[src/sv/mvna_pkg.sv]
`timescale 1ns / 1ps
package mvna_pkg;

   localparam int IDX_W  = 12;
   localparam int VCNT_W = 13;
   localparam int CSR_AW = 3;
   localparam int CSR_DW = 32;

   localparam int SQRT_STEPS = 32;

   // configuration register indexes (paddr bit 2)
   localparam logic [0:0] REG_VERTEX_COUNT = 1'b0;
   localparam logic [0:0] REG_INVERT_MODE  = 1'b1;

   typedef enum logic [1:0] {
      CMD_WRITE    = 2'd0,
      CMD_TRIANGLE = 2'd1,
      CMD_READ     = 2'd2,
      CMD_CLEAR    = 2'd3
   } cmd_type;

   // lane codes: triangle corners and normal components
   localparam logic [1:0] LANE_0 = 2'd0;
   localparam logic [1:0] LANE_1 = 2'd1;
   localparam logic [1:0] LANE_2 = 2'd2;

   // vertex read select
   localparam logic [1:0] VSEL_A = 2'd0;
   localparam logic [1:0] VSEL_B = 2'd1;

   typedef struct packed {
      logic       load;
      logic       decode;
      logic       vwrite;
      logic [1:0] vsel;
      logic       cap_a;
      logic       cap_b;
      logic       cap_c;
      logic       edges;
      logic       mul;
      logic       mul_sq;
      logic [2:0] mul_idx;
      logic [1:0] lane;
      logic       sum_wr;
      logic       clr_wr;
      logic       cap_sum;
      logic       norm;
      logic       sqrt_init;
      logic       sqrt_step;
      logic       div_init;
      logic       div_step;
      logic       div_store;
      logic       publish;
   } dp_cmd_type;

   typedef struct packed {
      logic    err;
      cmd_type cmd;
      logic    big_zero;
      logic    norm_ok;
      logic    clr_last;
   } dp_sts_type;

endpackage

[src/sv/mvna_ctrl.sv]
`timescale 1ns / 1ps
module mvna_ctrl #(
   parameter int NORMAL_BITS = 16
) (
   input  logic                clock,
   input  logic                reset,
   input  logic                req_valid,
   output logic                req_stall,
   output logic                rsp_valid,
   input  logic                rsp_stall,
   output mvna_pkg::dp_cmd_type cmd,
   input  mvna_pkg::dp_sts_type sts
);
   import mvna_pkg::*;

   localparam int NUMW = 32 + NORMAL_BITS;
   localparam int SW   = $clog2(NUMW);

   typedef enum logic [4:0] {
      ST_CLEAR, ST_IDLE, ST_DECODE, ST_VRD, ST_EDGE, ST_MUL, ST_SRD, ST_SWR,
      ST_WIPE, ST_NRD, ST_NCAP, ST_NORM, ST_SQ, ST_SQI, ST_SQRT, ST_DINIT,
      ST_DIV, ST_DSTORE, ST_FIN
   } state_type;

   state_type     state_ff, state_in;
   logic [SW-1:0] step_ff, step_in;
   logic [1:0]    lane_ff, lane_in;
   logic          valid_ff, valid_in;

   // next state and datapath commands
   always_comb begin
      state_in = state_ff;
      step_in  = '0;
      lane_in  = lane_ff;
      valid_in = valid_ff;
      cmd      = '0;
      cmd.lane = lane_ff;
      if (valid_ff && !rsp_stall) begin
         valid_in = 1'b0;
      end
      case (state_ff)
         ST_CLEAR: begin
            cmd.clr_wr = 1'b1;
            if (sts.clr_last) state_in = ST_IDLE;
         end
         ST_IDLE: begin
            if (req_valid) begin
               cmd.load = 1'b1;
               state_in = ST_DECODE;
            end
         end
         ST_DECODE: begin
            cmd.decode = 1'b1;
            lane_in    = LANE_0;
            if (sts.err) begin
               state_in = ST_FIN;
            end else begin
               case (sts.cmd)
                  CMD_WRITE: begin
                     cmd.vwrite = 1'b1;
                     state_in   = ST_FIN;
                  end
                  CMD_TRIANGLE: state_in = ST_VRD;
                  CMD_READ:     state_in = ST_NRD;
                  default:      state_in = ST_WIPE;
               endcase
            end
         end
         ST_VRD: begin
            cmd.vsel  = step_ff[1:0];
            cmd.cap_a = (step_ff == SW'(1));
            cmd.cap_b = (step_ff == SW'(2));
            cmd.cap_c = (step_ff == SW'(3));
            if (step_ff == SW'(3)) state_in = ST_EDGE;
            else step_in = step_ff + 1'b1;
         end
         ST_EDGE: begin
            cmd.edges = 1'b1;
            state_in  = ST_MUL;
         end
         ST_MUL: begin
            cmd.mul     = (step_ff < SW'(6));
            cmd.mul_idx = step_ff[2:0];
            if (step_ff == SW'(6)) state_in = ST_SRD;
            else step_in = step_ff + 1'b1;
         end
         ST_SRD: state_in = ST_SWR;
         ST_SWR: begin
            cmd.sum_wr = 1'b1;
            if (lane_ff == LANE_2) begin
               state_in = ST_FIN;
            end else begin
               lane_in  = lane_ff + 1'b1;
               state_in = ST_SRD;
            end
         end
         ST_WIPE: begin
            cmd.clr_wr = 1'b1;
            if (sts.clr_last) state_in = ST_FIN;
         end
         ST_NRD:  state_in = ST_NCAP;
         ST_NCAP: begin
            cmd.cap_sum = 1'b1;
            state_in    = ST_NORM;
         end
         ST_NORM: begin
            if (sts.big_zero) state_in = ST_FIN;
            else if (sts.norm_ok) state_in = ST_SQ;
            else cmd.norm = 1'b1;
         end
         ST_SQ: begin
            cmd.mul     = (step_ff < SW'(3));
            cmd.mul_sq  = 1'b1;
            cmd.mul_idx = step_ff[2:0];
            if (step_ff == SW'(3)) state_in = ST_SQI;
            else step_in = step_ff + 1'b1;
         end
         ST_SQI: begin
            cmd.sqrt_init = 1'b1;
            state_in      = ST_SQRT;
         end
         ST_SQRT: begin
            cmd.sqrt_step = 1'b1;
            if (step_ff == SW'(SQRT_STEPS - 1)) begin
               state_in = ST_DINIT;
               lane_in  = LANE_0;
            end else begin
               step_in = step_ff + 1'b1;
            end
         end
         ST_DINIT: begin
            cmd.div_init = 1'b1;
            state_in     = ST_DIV;
         end
         ST_DIV: begin
            cmd.div_step = 1'b1;
            if (step_ff == SW'(NUMW - 1)) state_in = ST_DSTORE;
            else step_in = step_ff + 1'b1;
         end
         ST_DSTORE: begin
            cmd.div_store = 1'b1;
            if (lane_ff == LANE_2) begin
               state_in = ST_FIN;
            end else begin
               lane_in  = lane_ff + 1'b1;
               state_in = ST_DINIT;
            end
         end
         ST_FIN: begin
            if (!valid_ff || !rsp_stall) begin
               cmd.publish = 1'b1;
               valid_in    = 1'b1;
               state_in    = ST_IDLE;
            end
         end
         default: state_in = ST_IDLE;
      endcase
   end

   // state and registered outputs
   always_ff @(posedge clock) begin
      if (reset) begin
         state_ff <= ST_CLEAR;
         step_ff  <= '0;
         lane_ff  <= LANE_0;
         valid_ff <= 1'b0;
      end else begin
         state_ff <= state_in;
         step_ff  <= step_in;
         lane_ff  <= lane_in;
         valid_ff <= valid_in;
      end
   end

   assign req_stall = (state_ff != ST_IDLE);
   assign rsp_valid = valid_ff;

endmodule

[config.mk]
export PLATFORM = sky130hd
export DESIGN_NAME = mvna_ctrl
export DESIGN_NICKNAME = d
export VERILOG_FILES = /design/src/sv/mvna_pkg.sv /design/src/sv/mvna_ctrl.sv
export SDC_FILE = /design/constraint.sdc
export NUM_CORES = 1
export LEC_CHECK = 0
export BUFFER_PORTS_ARGS = -buffer_cell sky130_fd_sc_hd__buf_2
export CORE_MARGIN = 5
export CORE_UTILIZATION = 48
export CTS_CLUSTER_DIAMETER = 150
export DETAILED_ROUTE_END_ITERATION = 7
export MAX_ROUTING_LAYER = met4
export PLACE_DENSITY_LB_ADDON = 0.12
export SYNTH_ARGS = -nofsm -noshare
export SYNTH_HDL_FRONTEND = slang
export SYNTH_SLANG_ARGS = --single-unit
[constraint.sdc]
create_clock -name clock -period 1.81 [get_ports clock]
set_input_delay 0.0905 -clock clock [delete_from_list [all_inputs] [get_ports clock]]
set_output_delay 0.0905 -clock clock [all_outputs]
set_load 0.02 [all_outputs]
# Word-level counts from Yosys, hierarchy flattened
# Cells that the tools add are included.
[totals]
register_bits = 14
in_bits = 10
out_inout_bits = 28
word_cells = 110
[classes]
n_addsub = 2
magnitude_cmp = 2
eq_ne = 39
n_mux = 50
n_reduce_logical = 13
[op_table]
columns = ["cell", "n"]
rows = [
  ["5-bit case mux with 19 select lines", 1],
  ["5-bit two-way mux", 15],
  ["5-bit by 4-bit equality test with 1-bit output (second input constant)", 8],
  ["6-bit two-way mux", 4],
  ["6-bit case mux with 4 select lines", 1],
  ["1-bit two-way mux", 22],
  ["5-bit by 3-bit equality test with 1-bit output (second input constant)", 4],
  ["2-bit != test (second input constant)", 10],
  ["5-bit equality test (second input constant)", 3],
  ["5-bit case mux with 3 select lines", 1],
  ["6-bit by 2-bit equality test with 1-bit output (second input constant)", 2],
  ["5-bit by 2-bit equality test with 1-bit output (second input constant)", 2],
  ["10-bit AND reduction", 1],
  ["2-bit OR reduction", 4],
  ["6-bit by 1-bit adder with 6-bit output (second input constant)", 1],
  ["6-bit by 1-bit equality test with 1-bit output (second input constant)", 1],
  ["6-bit by 3-bit equality test with 1-bit output (second input constant)", 1],
  ["6-bit by 5-bit equality test with 1-bit output (second input constant)", 1],
  ["6-bit equality test (second input constant)", 1],
  ["6-bit by 2-bit less-than comparator with 1-bit output (second input constant)", 1],
  ["6-bit by 3-bit less-than comparator with 1-bit output (second input constant)", 1],
  ["2-bit two-way mux", 3],
  ["2-bit case mux with 3 select lines", 1],
  ["5-bit by 1-bit equality test with 1-bit output (second input constant)", 1],
  ["14 further kinds", 16],
]

# Longest topological paths before layout
[logic_depth]
ltp_word = 5
mapped_depth = 8
depth_no_buf = 7

# Least setup slack after synthesis
# Ideal clock, no wire load.
[synth_path]
path_type = "register to register"
from = "reg state_ff[4]"
to = "reg state_ff[0]"
setup_ps = 143
arrival_time_ps = 1827
t_required_ps = 1667
setup_slack_ps = -160
path_stages_with_launch = 7
path_buffers = 1
period_less_slack_ps = 1970
path_cell_list = "dfxtp_1 buf_2 nor4_1 nor2b_1 nor4_4 a21oi_1 a311oi_1"
[synth_between]
elab_chain_cells = 3
elab_cells_between_ends = 31
classes_between = "eq/ne: 28; mux: 1; reduce/logical: 2"
[synth_lines]
columns = ["item", "line_no", "source"]
rows = [
  ["from (decl)", "mvna_ctrl.sv:25", "state_type state_ff, state_in;"],
  ["from (signal assigned)", "mvna_ctrl.sv:168", "state_ff <= state_in;"],
  ["5-bit by 4-bit equality test with 1-bit output (tied with other cells)", "mvna_ctrl.sv:41", "case (state_ff)"],
  ["3-bit != test (no line) / 2-bit != test (equally long branches)", "n/a", ""],
  ["10-bit AND reduction (no line)", "n/a", ""],
]
# Several ways; a longest one is shown, not always the timed one.
# A chain may end at the register's enable or synchronous reset.

==> impl_metrics.py <==
metrics = {
    "timing": {
        "hold_viol": 0,
        "setup-tns-final_ps": -58.4,
        "finalCritPeriodShare_pct": 103,
        "setup_violations": 2,
        "setup_ws_ps": -50.4,
        "worst_pin_slew_ps": 487,
        "finalMaxSlewViolations": 0,
        "fin_crit_ps": 1860,
        "rsz0062_at_grt": "yes",
        "relSlewSlack_pct": 67.3,
        "finalClockSkew_ps": 11.4,
        "max_freq_ghz": 0.538,
        "timing.hold.ws_ps": 108,
    },
    "synth": {
        "syn_nets": 215,
        "synth_area_per_cell_um2": 7.44,
        "synth_edf_count": 0,
        "synth-async-reset-ratio_pct": 0,
        "post_synth_num_cell_types": 58,
        "synth_area_um2": 1470,
        "ys_ff_latch": 14,
        "syn_inst": 197,
        "yosys_warnings": 0,
        "synth_ff_type": "dfxtp_1",
        "yosysSeqAreaShare_pct": 19.1,
    },
    "power": {
        "p_seq_share_pct": 18.5,
        "switching_power_mw": 1.11,
        "clkPwrFrac_pct": 7.5,
        "p_int_mw": 1.30,
        "power.leakage_nw": 0.982,
        "ir_drop_v": 0.000567,
        "swShare_pct": 46.0,
        "p_comb_share_pct": 74.0,
        "power.total_mw": 2.41,
        "power.density_nw_per_um2": 1090,
    },
    "status": {
        "violations": "setup timing",
        "status": "finished with violations",
    },
    "placement": {
        "dpl_worst_slack_ps": -87.7,
        "place_hpwl_um": 3610,
        "gp_congestion": 0.958,
        "dpl_cell_area_um2": 1860,
        "numPortBuffers": 37,
        "place_inst": 284,
    },
    "die": {
        "rows": 20,
        "pin_count": 38,
        "die_x_um": 65.3,
        "design.die.area_um2": 4260,
        "fp.dieH_um": 65.3,
        "core_area_um2": 3000,
        "initial_core_util_pct": 48.8,
    },
    "clock_tree": {
        "h-tree-depth": 1,
        "clock_path_buffers": 2,
        "cts_tree": "yes",
        "cts_root_buffer": "clkbuf_4",
        "cts_buffers": 3,
        "clock_latency_ps": 280,
        "cts.sinks": 14,
        "clk_pin_slew_ps": 90,
    },
    "setup_path": {
        "path_class": "flop to primary output",
        "crit_arrival_ps": 1770,
        "endpoint_kind": "primary output",
        "worstRegToRegCells": 6,
        "worstPathRequired_ps": 1720,
        "crit_fanout": 6,
        "start_kind": "flop",
    },
    "routing": {
        "wirelength_um": 5240,
        "viasPerCell": 6.13,
        "wire_per_inst_um": 17.3,
        "drt_first_pass_iters": 4,
        "drt_iter0_drc": 89,
        "drtAntennaViolNets": 0,
        "via_count": 1858,
        "drc": 0,
    },
    "grt": {
        "grt_start_max_net_pins": 15,
        "grt_pass1_vias": 1756,
        "grt_busiest_layer": "met2",
        "grt_pass1_wl_um": 7850,
        "overflow": 0,
        "grt.met3_usage_pct": 3.25,
        "antenna_found_initial": 0,
        "use_met1_pct": 24.5,
        "gr-usage-all-layers_pct": 23.8,
        "grtUsageMet2_pct": 44.6,
    },
    "finish": {
        "drive_above_1_share_pct": 49.3,
        "final_core_util_pct": 73.7,
        "area_delta_synth_final_pct": 50.9,
        "final_cells": 303,
        "final_nets": 290,
        "final_area_um2": 2210,
        "n_antenna_cell": 0,
        "num-fill-cells": 223,
    },
    "min_path": {
        "hold_class": "primary input to flop",
        "min_path_cells": 2,
    },
    "run": {
        "maxCapViolations": 0,
    },
}
## layout make-up
cell class              instances  area, um^2  area share, %
repair buffers                 85         584           26.4
multi-input cells             156        1220           55.0
flip-flops and latches         14         299           13.5
well taps                      33        41.3           1.87
clock buffers                   3        22.5           1.02
inverters                      12        48.8           2.20
## power by group through the flow
stage	Clock, mW	Sequential (mW)	Combinational [mW]
after floorplan	0	0.387	0.980
after global placement	0	0.428	1.31
after detailed placement	0	0.432	1.34
after CTS	0.181	0.438	1.49
after global routing	0.201	0.449	1.91
final	0.180	0.444	1.78
## cell families after synthesis
family | after synthesis | share of synthesized area, %
buffers and inverters | 27 | 9.47
and+or+nand+nor | 92 | 38.1
DFF | 14 | 19.1
AOI/OAI and AO/OA | 49 | 22.2
adders and majority gates | 8 | 6.83
muxes | 1 | 0.768
xor gates and xnor gates | 6 | 3.58
## cells in the final DEF (no fill, tap or decap), types with 5 or more instances in the layout
cell and count:
nor2_1 17, nand2_1 9, buf_6 5, ha_1 6, inv_1 10, a21oi_1 12, and2_1 6, xnor2_1 5
dfxtp_1 7, buf_4 47, buf_2 31, nor3_1 5, o21ai_0 12
## worst max-delay path, cell delays in order (launching register included)
cell and delay (ps):
dfxtp_4 400, buf_6 110, nor2b_4 160, nand2_2 90, o31a_1 310, o22a_1 170, nor2_1 110, buf_4 150
## worst paths after layout
check                              endpoint  slack (ps)   startpoint
worst max-delay path                cmd[16]         -50  state_ff[2]
worst max register to register  state_ff[1]           0  state_ff[0]
worst min-delay path              rsp_valid         110        reset
worst min register to register   lane_ff[0]         510   lane_ff[0]
## synthesized netlist by cell type (6+ instances only)
library cell / number / area, um^2
nor2_1: 21 / 78.8
dfxtp_1: 14 / 280
a21oi_1: 13 / 65.1
o21ai_0: 13 / 65.1
inv_1: 12 / 45.0
nand2_1: 11 / 41.3
ha_1: 8 / 100
nor3_1: 8 / 40.0
and2_1: 6 / 37.5
buf_2: 6 / 30.0
## registers in the layout (all words and copies together), names as in the netlist
register,cells
lane_ff,2
rsp_valid,1
state_ff,5
step_ff,6
## timing repair
item | in CTS | in global routing
resized for setup | 24 | 36
setup endpoints to repair | 19 | 22
hold endpoints to repair | 0 | 0
setup buffers | 3 | 13
hold buffers | 0 | 0
pin swaps | 3 | 25
## routing by layer
metal	vias to the layer above	wire length, um
met5	-	0
met4	0	215
met3	22	251
met2	79	2790
met1	885	1980
li1	872	-
(Power assumes the default switching activity.)
